==> src/qsj_pkg.sv <==
`default_nettype none
package qsj_pkg;

    localparam int COORD_BITS_DEF       = 16;
    localparam int RESULT_FRAC_BITS_DEF = 14;
    localparam int QUALITY_W            = 16;
    localparam int NUM_CORNERS          = 4;
    localparam int NUM_AXES             = 3;

    // Per corner: u head, u tail, v head, v tail
    localparam int EDGE_TAB [NUM_CORNERS][4] = '{
        '{1, 0, 3, 0},
        '{1, 0, 2, 1},
        '{2, 3, 2, 1},
        '{2, 3, 3, 0}
    };

endpackage
`default_nettype wire

==> src/qsj_min.sv <==
`default_nettype none
module qsj_min #(
    parameter int RESULT_FRAC_BITS = qsj_pkg::RESULT_FRAC_BITS_DEF
) (
    input  wire logic                                  clk,
    input  wire logic                                  en,
    input  wire logic                                  clamp,
    input  wire logic signed [RESULT_FRAC_BITS+1:0]    q [qsj_pkg::NUM_CORNERS],
    output logic signed [qsj_pkg::QUALITY_W-1:0]       quality_reg
);
    import qsj_pkg::*;

    localparam int QW = RESULT_FRAC_BITS + 2;

    logic signed [QW-1:0] m01;
    logic signed [QW-1:0] m23;
    logic signed [QW-1:0] mall;
    logic signed [31:0]   w;
    logic signed [31:0]   c;
    logic signed [31:0]   one;
    logic signed [QUALITY_W-1:0] quality_next;

    assign one  = 32'sd1 <<< RESULT_FRAC_BITS;
    assign m01  = (q[1] < q[0]) ? q[1] : q[0];
    assign m23  = (q[3] < q[2]) ? q[3] : q[2];
    assign mall = (m23 < m01) ? m23 : m01;
    assign w    = 32'(mall);

    always_comb
    begin
        c = w;
        if (clamp)
        begin
            if (c > one)
                c = one;
            if (c < -one)
                c = -one;
        end
        if (c > 32'sd32767)
            quality_next = 16'sh7fff;
        else if (c < -32'sd32768)
            quality_next = 16'sh8000;
        else
            quality_next = c[QUALITY_W-1:0];
    end

    always_ff @(posedge clk)
    begin
        if (en)
            quality_reg <= quality_next;
    end

endmodule
`default_nettype wire

==> config.mk <==
export PLATFORM = sky130hd
export DESIGN_NAME = qsj_min
export DESIGN_NICKNAME = d
export VERILOG_FILES = /design/src/qsj_pkg.sv /design/src/qsj_min.sv
export SDC_FILE = /design/constraint.sdc
export NUM_CORES = 1
export LEC_CHECK = 0
export ABC_AREA = 0
export BUFFER_PORTS_ARGS = -buffer_cell sky130_fd_sc_hd__buf_2
export CORE_ASPECT_RATIO = 0.5
export CORE_UTILIZATION = 24
export DETAILED_ROUTE_END_ITERATION = 10
export GPL_TIMING_DRIVEN = 0
export HOLD_SLACK_MARGIN = 0.08
export PLACE_DENSITY_LB_ADDON = 0.15
export SLEW_MARGIN = 5
export SYNTH_ARGS = -nofsm -noshare
export SYNTH_HDL_FRONTEND = slang
export SYNTH_SLANG_ARGS = --single-unit
==> constraint.sdc <==
create_clock -name clk -period 8 [get_ports clk]
set_input_delay 1.6 -clock clk [delete_from_list [all_inputs] [get_ports clk]]
set_output_delay 1.6 -clock clk [all_outputs]
set_load 0.02 [all_outputs]
* Yosys cells after proc, flatten, opt, wreduce, memory -nomap -nowiden
Cells that the tools add are included.
** Word-level totals
- Bits in registers :: 16
- Output and inout port bits :: 16
** Operators by class
- Order comparisons :: 7
- Mux-type cells :: 8
** Operator list (number)
- 2-to-1 mux 32 bit :: 4
- 2-to-1 mux 16 bit :: 4
- < comparator 16 bit :: 3
- > comparator 32 x 16 -> 1 bit (second input constant) :: 1
- < comparator 32 x 15 -> 1 bit (second input constant) :: 1
- < comparator 32 x 16 -> 1 bit (second input constant) :: 1
- > comparator 16 bit (second input constant) :: 1

* Depth between registers and ports, before layout
Gate-level depths: netlist (run 1).
- Word-level depth :: 12
- Mapped depth :: 22
- Gate-level depth less buffers :: 18

* Least setup slack after synthesis (run 1)
Ideal clock, no wire load.
- Kind :: input to register
- From :: input q[63] (netlist bit)
- To :: register quality_reg[3] (netlist bit), data pin
- Arrival time :: 6112 ps
- Required time :: 7744 ps
- Slack :: 1632 ps
- Cell stages on the path :: 21
- Path buffers :: 5
- Cell sequence :: clkbuf_1 -> inv_1 -> ha_1 -> buf_4 -> and4_4 -> nand4_1 -> or4_4 -> nand3_2 -> xnor2_1 -> buf_4 -> mux2i_1 -> ha_1 -> a21o_1 -> a21o_1 -> a221oi_1 -> o21ai_0 -> a21boi_0 -> a41oi_2 -> buf_4 -> buf_4 -> o211a_1
** On the way
- Cells in the longest elaborated chain, start to end :: 12
- Elaborated cells on any way between the ends :: 13
- Those cells by class :: order compare (6); mux (7)
** RTL lines
- from (decl) :: line qsj_min.sv:8 : input wire logic signed [RESULT_FRAC_BITS+1:0] q [qsj_pkg::NUM_CORNERS],
- < comparator 16 bit :: line qsj_min.sv:24 : assign m01 = (q[1] < q[0]) ? q[1] : q[0];
- 2-to-1 mux 16 bit * :: line qsj_min.sv:24
- < comparator 16 bit :: line qsj_min.sv:26 : assign mall = (m23 < m01) ? m23 : m01;
- 2-to-1 mux 16 bit * :: line qsj_min.sv:26
- > comparator 16 bit :: line qsj_min.sv:34 : if (c > one)
- 2-to-1 mux 32 bit :: line qsj_min.sv:34
- 2-to-1 mux 32 bit :: line qsj_min.sv:32 : if (clamp)
- < comparator 32 x 15 -> 1 bit :: line qsj_min.sv:36 : if (c < -one)
- 2-to-1 mux 32 bit :: line qsj_min.sv:36
- 2-to-1 mux 32 bit * :: line qsj_min.sv:32
- < comparator 32 x 16 -> 1 bit :: line qsj_min.sv:41 : else if (c < -32'sd32768)
- 2-to-1 mux 16 bit :: line qsj_min.sv:41
- to (signal assigned) :: line qsj_min.sv:50 : quality_reg <= quality_next;
- to (decl) :: line qsj_min.sv:9 : output logic signed [qsj_pkg::QUALITY_W-1:0] quality_reg
Mark *: on every way between the ends. The rest lies on a longest branch, timed or not. The select of a mux whose other input is x is not followed.
A chain may end at the register's enable or synchronous reset.

* Worst setup path after layout (run 1)
- From :: input q[63] (netlist bit)
- To :: register quality_reg[8] (netlist bit), data pin
The elaborated chain is that of the path after synthesis.

==> flow_summary.ini, run 1 <==
[floorplanning]
die_area_um2 = 11490
core-area_um2 = 10480
dieWidth_um = 150.6
design.portCount = 83
start_util_pct = 25.30
cell_rows = 26
floorplan.die.height_um = 76.31

[cells_and_area]
final_layout_size_suffix_gt1_share_pct = 26.07
nNetsFinal = 512
largest_register_ff_count = 16
area_delta_synth_final_pct = 24.88
antenna-diode-count = 0
nFillCells = 1160

[routing]
routed_wirelength_mm = 8.399
antenna_violating_nets_post_route = 0
firstDrtPassIters = 4
drc_viols = 0
vias = 2682
detail_route.vias_per_cell = 4.976
avgRoutedWirePerCell_um = 15.58
drtIter0Drc = 114

[synth]
syn_area_per_cell_um2 = 8.440
synth_seq_cells = 16
synth_edf_count = 16
synth_simple_gate_area_share_pct = 17.99
async_flop_share_pct = 0
yosysWarningCount = 0
synth.top_cells.by_count = 45 x ha_1, 38 x nand2_1, 35 x inv_1
synth_cell_types = 52
yosys.area.top_type_share_pct = 21.25
synthMuxAreaShare_pct = 8.735
yosysSeqAreaShare_pct = 18.13
synth_most_common_cell = ha_1
synth_top_family_by_area = compound AO/OA/AOI/OAI gates
mappedNetlistArea_um2 = 2650
syn_nets = 426
synthesis.instances = 314
synth_area_leaders = ha_1 21%, edfxtp_1 18%, mux2i_1 6.8%
synthXorXnorAreaFrac_pct = 0.9915
synth_compound_area_share_pct = 25.12
post_synth_fa_ha_maj_area_fraction_pct = 21.25
synthFlopType = edfxtp_1
netlist.top_cell.by_area = ha_1

[placement]
numPortBuffers = 81
gp_congestion = 0.8278
dp.final_hpwl_mm = 7.337

[clock_network]
tritoncts_num_sinks = 16
cts_resized = 0
number_of_buffers_inserted_by_post_cts_setup_repair = 0
cts.path.max_buffers = 2
cts_hold_repair.buffers = 0
number_of_h_tree_levels = 1
cts-buffers-inserted = 3
cts_tree = built
cts-root-buf = clkbuf_16
worst_setup_hold_path_clk_slew_ns = 0.05

[global_route]
met1_usage_pct = 23.42
groute.layer.met2.usage_pct = 21.94
wire_length_of_the_first_global_routing_pass_mm = 13.43
sum_of_overflow_across_all_layers_after_global_routing = 0
number_of_global_route_vias_before_repair = 2617
gr-usage-all-layers_pct = 14.97
grt_max_degree = 17
gr-max-usage-layer = met1
met3_usage_pct = 1.138
grt_antenna_before_repair = 0

[status]
status = finished, final reports clean

[sta]
tightestPinTransition_ns = 0.6764
setup_tns_ns = 0
fmaxAchievable_ghz = 0.1470
fin_crit_sh_pct = 85.01
final-max-slew-violation-count = 0
setup_viol_count_final = 0
timing.final.hold_violations = 0
worst_case_headroom_to_the_max_slew_limit_pct = 54.58
finalCriticalPeriod_ns = 6.801
rsz_0062_raised_after_global_routing = no

[worst_hold_path]
hp-class = primary input to flop
hold_depth = 1
holdCritStartpoint = en

[power]
share_clk_of_total_power_pct = 16.2
p_seq_share_pct = 22.8
p_sw_w = 0.0002525
leakage_nw = 1.729
power_w = 0.0006074
swShare_pct = 41.57
cell_internal_pwr_w = 0.0003549
power_density_nw_per_um2 = 183.5
ir_drop_mv = 0.07375
combPwrFrac_pct = 60.9

[job]
cap_viol_max_count = 0

[setup_path]
crit_path_max_fanout = 10
worst_setup_path_start_kind = primary input
critPathKind = primary input to flop
critical_path_required_ns = 8.11
end_kind = flop
worst_ep_arrival_time_ns = 6.91
cp-startpoint = q[63]
[worst max-delay path, cell delays in order]
cell,delay (ns)
clkbuf_1,0.29
inv_1,0.08
ha_1,0.28
buf_4,0.17
and4_4,0.20
a31oi_1,0.21
o21a_1,0.26
nand3_2,0.18
xnor2_1,0.59
buf_4,0.33
mux2i_1,0.27
ha_1,0.28
a21o_1,0.18
a21o_1,0.16
a221oi_1,0.47
o21ai_0,0.17
a21boi_0,0.33
a41oi_2,0.09
mux2i_2,0.38
buf_6,0.20
o211a_1,0.17
[cell usage in the layout, fill, tap and decap left out, types with 10 or more instances in the layout]
cell and count:
nor4_1 13, o21ai_0 23, a21oi_1 10, ha_1 45, buf_2 84, inv_1 35, nand4_1 10, nand2_1 38
mux2i_1 18, edfxtp_1 16, o211a_1 15
[layout make-up]
cell class | instances | area [um^2] | area share, %
multi-input cells | 252 | 1963 | 59.32
flip-flops and latches | 16 | 480.5 | 14.52
repair buffers | 81 | 405.4 | 12.25
well taps | 140 | 175.2 | 5.293
inverters | 36 | 135.1 | 4.083
clock buffers | 3 | 75.07 | 2.268
plain buffers | 10 | 71.32 | 2.155
clock inverters | 1 | 3.754 | 0.1134
[cells by family after synthesis]
group | count (synthesis)
and+or+nand+nor | 93
muxes | 22
AOI/OAI and AO/OA | 89
buffers and inverters | 46
adders and majority gates | 45
DFF | 16
xor gates and xnor gates | 3
[per-layer routing]
layer	share of wire [%]	wire, um	vias up
li1	-	-	1373
met4	0.79	66	0
met2	39	3271	78
met5	0	0	-
met3	5.7	477	5
met1	55	4582	1226
[power groups by stage]
stage	combinational, W	clock [W]	sequential (W)
floorplan	0.000223	0	0.000178
global placement	0.000375	0	0.000141
detailed placement	0.000372	0	0.000141
CTS	0.000374	0.000100	0.000140
global route	0.000414	0.000104	0.000142
finish	0.000370	0.0000985	0.000139
[stage by stage]
step / utilization, % / std cells / area (um^2) / setup slack [ns] / hold WS [ns]
after floorplan: - / 314 / 2650 / 1.632 / 1.713
after global placement: 30.84 / 535 / 3231 / 0.9679 / 2.043
after detailed placement: 30.84 / 535 / 3231 / 0.9365 / 2.045
after CTS: 31.59 / 539 / 3309 / 1.198 / 1.811
after global routing: 31.59 / 539 / 3309 / 0.6755 / 1.806
final: 31.59 / 539 / 3309 / 1.199 / 1.792
[path summary, 6_finish.rpt]
| check | slack, ns | endpoint |
|---|---|---|
| setup / recovery | 1.20 | quality_reg[8]$_SDFFCE_PN1P_ |
| hold / removal | 1.79 | quality_reg[7]$_SDFFCE_PN1P_ |
Note: power is estimated with default switching activity, not from simulation.
==> run 2, diff against run 1 <==
--- a/config.mk
+++ b/config.mk
@@ -13,7 +13,7 @@
 export GPL_TIMING_DRIVEN = 0
 export HOLD_SLACK_MARGIN = 0.08
 export PLACE_DENSITY_LB_ADDON = 0.15
-export SLEW_MARGIN = 5
+export SLEW_MARGIN = 10
 export SYNTH_ARGS = -nofsm -noshare
 export SYNTH_HDL_FRONTEND = slang
 export SYNTH_SLANG_ARGS = --single-unit
==> constraint.sdc (replaced) <==
create_clock -name clk -period 5.55 [get_ports clk]
set_input_delay 1.11 -clock clk [delete_from_list [all_inputs] [get_ports clk]]
set_output_delay 1.11 -clock clk [all_outputs]
set_load 0.02 [all_outputs]
==> run 2 against run 1 <==
  * Core utilization is 2.4 points higher
  * Flip-flop and latch count unchanged
  * Global-route usage rose by 0.34 points
  * Setup slack got worse by 1.0 ns
  * Sequential power up 43%
  * Power increased by 61%
  * Clock power grew 45%
  * Cell area is 7.8% higher
  * Cell count rose by 2.0%
  * Critical endpoint is now quality_reg[14]$_SDFFCE_PN1P_
==> flow_summary.ini, run 2 (synthesis gave the netlist of run 1 again) <==
[sta]
setup_viol_count_final = 0
final-max-slew-violation-count = 0
setup_slack_ns = 0.1723
timing.final.hold_violations = 0
finalCriticalPeriod_ns = 5.378
tightestPinTransition_ns = 0.5497
worst_case_headroom_to_the_max_slew_limit_pct = 62.96
fin_crit_sh_pct = 96.90
fmaxAchievable_ghz = 0.1860

[floorplanning]
start_util_pct = 25.30
cell_rows = 26
dieWidth_um = 150.6
die_area_um2 = 11490
core-area_um2 = 10480
design.portCount = 83
floorplan.die.height_um = 76.31

[clock_network]
cts-buffers-inserted = 3
worst_setup_hold_path_clk_slew_ns = 0.05
cts_tree = built
number_of_h_tree_levels = 1
cts_hold_repair.buffers = 0
tritoncts_num_sinks = 16
cts.path.max_buffers = 2
cts-root-buf = clkbuf_16

[cells_and_area]
nNetsFinal = 523
largest_register_ff_count = 16
final_cell_mix = 83 x buf_2, 45 x ha_1, 38 x nand2_1, 35 x inv_1, 20 x o21ai_0
antenna-diode-count = 0
postLayoutCoreUtil_pct = 34.04
stdcell_count = 550
area_delta_synth_final_pct = 34.56
final_layout_size_suffix_gt1_share_pct = 32.44
layout.cells.most_common = buf_2

[global_route]
number_of_global_route_vias_before_repair = 2555
wire_length_of_the_first_global_routing_pass_mm = 13.59
grt_max_degree = 17
gr-usage-all-layers_pct = 15.31
sum_of_overflow_across_all_layers_after_global_routing = 0
grt_antenna_before_repair = 0

[placement]
post-place-cells = 535
numPortBuffers = 81
dp.final_hpwl_mm = 7.308
place_worst_setup_slack_ns = -0.5209
gp_congestion = 0.8280

[setup_path]
cp-startpoint = q[63]
end_kind = flop
crit_path_max_fanout = 10
worst_ep_arrival_time_ns = 5.38
critical_path_required_ns = 5.55
critPathKind = primary input to flop
worst_setup_path_start_kind = primary input

[power]
ir_drop_mv = 0.1186
combPwrFrac_pct = 65.1
share_clk_of_total_power_pct = 14.6
swShare_pct = 40.90
p_seq_share_pct = 20.4
power_density_nw_per_um2 = 274.4
cell_internal_pwr_w = 0.0005783
p_sw_w = 0.0004003
leakage_nw = 1.799

[status]
status = finished, final reports clean

[routing]
antenna_violating_nets_post_route = 0
routed_wirelength_mm = 8.609
avgRoutedWirePerCell_um = 15.65
vias = 2715
detail_route.vias_per_cell = 4.936
drc_viols = 0
drtIter0Drc = 125
firstDrtPassIters = 5

[worst_hold_path]
holdCritStartpoint = en
hp-class = primary input to flop

[job]
cap_viol_max_count = 0
run 2: power by group through the flow:
stage	Sequential (W)	Combinational [W]	Clock, W
6_report	0.000199	0.000637	0.000143
5_1_grt	0.000204	0.000699	0.000154
4_1_cts	0.000200	0.000586	0.000146
3_5_place_dp	0.000202	0.000545	0
3_3_place_gp	0.000201	0.000548	0
2_1_floorplan	0.000256	0.000328	0
run 2: through the flow:
| step | hold slack, ns | TNS (ns) | power, W | cell area [um^2] |
|---|---|---|---|---|
| 3_3_place_gp | 1.553 | -7.813 | 0.0007497 | 3249 |
| 2_1_floorplan | 1.223 | 0 | 0.0005842 | 2669 |
| 3_5_place_dp | 1.553 | -7.468 | 0.0007469 | 3249 |
| 4_1_cts | 1.310 | 0 | 0.0009312 | 3422 |
| 5_1_grt | 1.316 | -0.04370 | 0.001057 | 3566 |
| 6_report | 1.303 | 0 | 0.0009786 | 3566 |
run 2: timing repair:
action,in CTS,in global routing
resized for setup,8,23
pin swaps,3,4
endpoints found under the hold margin,0,0
setup endpoints to repair,16,16
buffers inserted,5,6
run 2: layout make-up:
| cell class | instances | area [um^2] |
|---|---|---|
| fillers | 1120 | 6909 |
| multi-input cells | 252 | 2123 |
| repair buffers | 92 | 488.0 |
| flip-flops and latches | 16 | 480.5 |
| well taps | 140 | 175.2 |
| inverters | 36 | 135.1 |
| plain buffers | 10 | 85.08 |
| clock buffers | 3 | 75.07 |
| clock inverters | 1 | 3.754 |
run 2: worst paths after layout:
check	end	slack [ns]	cells past startpoint
worst max-delay path	quality_reg[14]$_SDFFCE_PN1P_	0.17	23
worst min-delay path	quality_reg[1]$_SDFFCE_PN1P_	1.30	1
run 2: layer usage:
metal | GRT usage (%) | up-vias | routed length, um
li1 | - | 1389 | -
met1 | 23.56 | 1243 | 4527
met2 | 22.17 | 76 | 3526
met3 | 1.437 | 7 | 455
met4 | 4.300 | 0 | 99
met5 | 0 | - | 0
run 2: worst max-delay path: stages:
cell and delay, ns:
clkbuf_4 0.16, inv_1 0.05, ha_1 0.26, buf_4 0.16, and4_4 0.27, nand4_1 0.12, or4_4 0.55, nand3_4 0.15
xnor2_4 0.18, buf_6 0.19, buf_4 0.15, mux2i_1 0.33, ha_1 0.20, a21o_1 0.11, a21o_1 0.17, a221oi_4 0.09
o21ai_2 0.07, a21boi_2 0.08, buf_4 0.13, buf_4 0.12, a41o_1 0.25, and3_1 0.19, a211o_1 0.27
==> run 3, diff against run 2 <==
--- a/config.mk
+++ b/config.mk
@@ -10,9 +10,9 @@
 export CORE_ASPECT_RATIO = 0.5
 export CORE_UTILIZATION = 24
 export DETAILED_ROUTE_END_ITERATION = 10
-export GPL_TIMING_DRIVEN = 0
+export GPL_TIMING_DRIVEN = 1
 export HOLD_SLACK_MARGIN = 0.08
-export PLACE_DENSITY_LB_ADDON = 0.15
+export MAX_ROUTING_LAYER = met4
 export SLEW_MARGIN = 10
 export SYNTH_ARGS = -nofsm -noshare
 export SYNTH_HDL_FRONTEND = slang
==> run 3 against run 2 <==
  * Non-clock buffer count rose by 2
  * Flip-flop and latch count did not move
  * Sequential power barely moved
  * Setup slack improved by 0.16 ns
==> flow_summary.ini, run 3 (synthesis gave the netlist of run 1 again) <==
[sta]
fmaxAchievable_ghz = 0.1917
final-max-slew-violation-count = 0
hold_slack_ns = 1.315
setup_viol_count_final = 0
finalCriticalPeriod_ns = 5.218
worst_case_headroom_to_the_max_slew_limit_pct = 61.36
fin_crit_sh_pct = 94.01
timing.final.hold_violations = 0
rsz_0062_raised_after_global_routing = no
tightestPinTransition_ns = 0.5736

[clock_network]
cts.path.max_buffers = 2
worst_setup_hold_path_clk_slew_ns = 0.05
number_of_buffers_inserted_by_post_cts_setup_repair = 0
cts_tree = built
cts-buffers-inserted = 3
cts-root-buf = clkbuf_16
number_of_h_tree_levels = 1
tritoncts_num_sinks = 16

[floorplanning]
dieWidth_um = 150.6
start_util_pct = 25.30
cell_rows = 26
floorplan.die.height_um = 76.31
die_area_um2 = 11490
design.portCount = 83
core-area_um2 = 10480

[cells_and_area]
antenna-diode-count = 0
postLayoutCoreUtil_pct = 32.75
nNetsFinal = 525
final_layout_size_suffix_gt1_share_pct = 29.13
layout.cells.most_common = buf_2
largest_register_ff_count = 16
area_delta_synth_final_pct = 29.46
final_cell_mix = 82 x buf_2, 45 x ha_1, 38 x nand2_1, 35 x inv_1

[setup_path]
critPathSlowestCell = or4_4
critPathKind = primary input to flop
end_kind = flop
timing.critical_path.buf_inv = 2
worst_ep_arrival_time_ns = 5.33
timing.critical_path.max_delay_family = compound AO/OA/AOI/OAI gates
critical_path.cell_chain = buf_2, inv_1, ha_1, and4_4, nand4_1, or4_4, nand3_2, xnor2_2, mux2i_1, ha_1, a21o_1, a21o_1, a221oi_2, o21ai_0, a21boi_1, a41oi_2, mux2i_4, o211a_1
cp-startpoint = q[62]
critical_path_required_ns = 5.66
critical_path.max_stage_delay_ns = 0.55
crit_path_max_fanout = 14
worst_setup_path_start_kind = primary input

[global_route]
sum_of_overflow_across_all_layers_after_global_routing = 0
grt_antenna_before_repair = 0
grt_max_degree = 29
number_of_global_route_vias_before_repair = 2550
gr-usage-all-layers_pct = 14.85
wire_length_of_the_first_global_routing_pass_mm = 12.99

[placement]
gp_congestion = 0.9260
dp.final_hpwl_mm = 7.345
numPortBuffers = 82

[power]
p_sw_w = 0.0003689
p_seq_share_pct = 22.5
power_density_nw_per_um2 = 260.5
leakage_nw = 1.803
cell_internal_pwr_w = 0.0005249
share_clk_of_total_power_pct = 15.5
ir_drop_mv = 0.1320
combPwrFrac_pct = 62.0
swShare_pct = 41.27
power_w = 0.0008938

[worst_hold_path]
holdCritStartpoint = en
min_delay_worst_endpoint = quality_reg[15]$_SDFFCE_PN0P_
hold_depth = 1
hp-class = primary input to flop

[routing]
dr_wl_met3_um = 352
vias = 2722
dr_wl_met2_mm = 3.709
detail_route.vias_per_cell = 4.931
antenna_violating_nets_post_route = 0
routed_wirelength_mm = 8.443
maxUsedRoutingLayer = met4
avgRoutedWirePerCell_um = 15.30
wirelength_met1_mm = 4.345
drc_viols = 0
firstDrtPassIters = 5
drtIter0Drc = 173

[job]
cap_viol_max_count = 0

[status]
status = finished, final reports clean
## run 3: worst max path at each step
stage / end / slack, ns / cells past startpoint
2_1_floorplan: quality_reg[3]$_SDFFCE_PN1P_ / 0.06 / 21
3_3_place_gp: quality_reg[5]$_SDFFCE_PN1P_ / -0.11 / 18
3_5_place_dp: quality_reg[12]$_SDFFCE_PN1P_ / -0.15 / 17
4_1_cts: quality_reg[12]$_SDFFCE_PN1P_ / 0.08 / 17
5_1_grt: quality_reg[12]$_SDFFCE_PN1P_ / 0.06 / 17
6_report: quality_reg[12]$_SDFFCE_PN1P_ / 0.33 / 18
## run 3: through the flow
step,setup TNS [ns],setup slack (ns),std cells,instance area [um^2]
after floorplan,0,0.05502,314,2669
after global routing,0,0.05928,552,3431
after CTS,0,0.07693,552,3422
after global placement,-1.469,-0.1076,548,3343
after detailed placement,-1.883,-0.1523,548,3343
final,0,0.3323,552,3431
## run 3: repair_timing
item                                    4_1_cts  5_1_grt
resized for setup                             0        2
endpoints found under the setup margin        0       14
endpoints found under the hold margin         0        0
hold buffers                                  0        0
## run 3: layout make-up
| class | count | area (um^2) |
|---|---|---|
| fill | 1131 | 7044 |
| multi-input combinational | 252 | 1986 |
| timing repair buffer | 104 | 575.6 |
| sequential | 16 | 480.5 |
| tap | 140 | 175.2 |
| inverter | 36 | 135.1 |
| clock buffer | 3 | 75.07 |
| clock inverter | 1 | 3.754 |
## run 3: routing by layer
layer	up-vias	track usage (%)
met5	-	-
met4	0	1.800
met3	4	2.335
met2	71	22.53
met1	1249	21.12
li1	1398	-
## run 3: power by group through the flow
stage | Combinational, W | Clock [W] | Sequential (W)
floorplan | 0.000328 | 0 | 0.000256
global placement | 0.000540 | 0 | 0.000203
detailed placement | 0.000547 | 0 | 0.000204
CTS | 0.000550 | 0.000142 | 0.000201
global route | 0.000607 | 0.000148 | 0.000205
finish | 0.000554 | 0.000139 | 0.000201
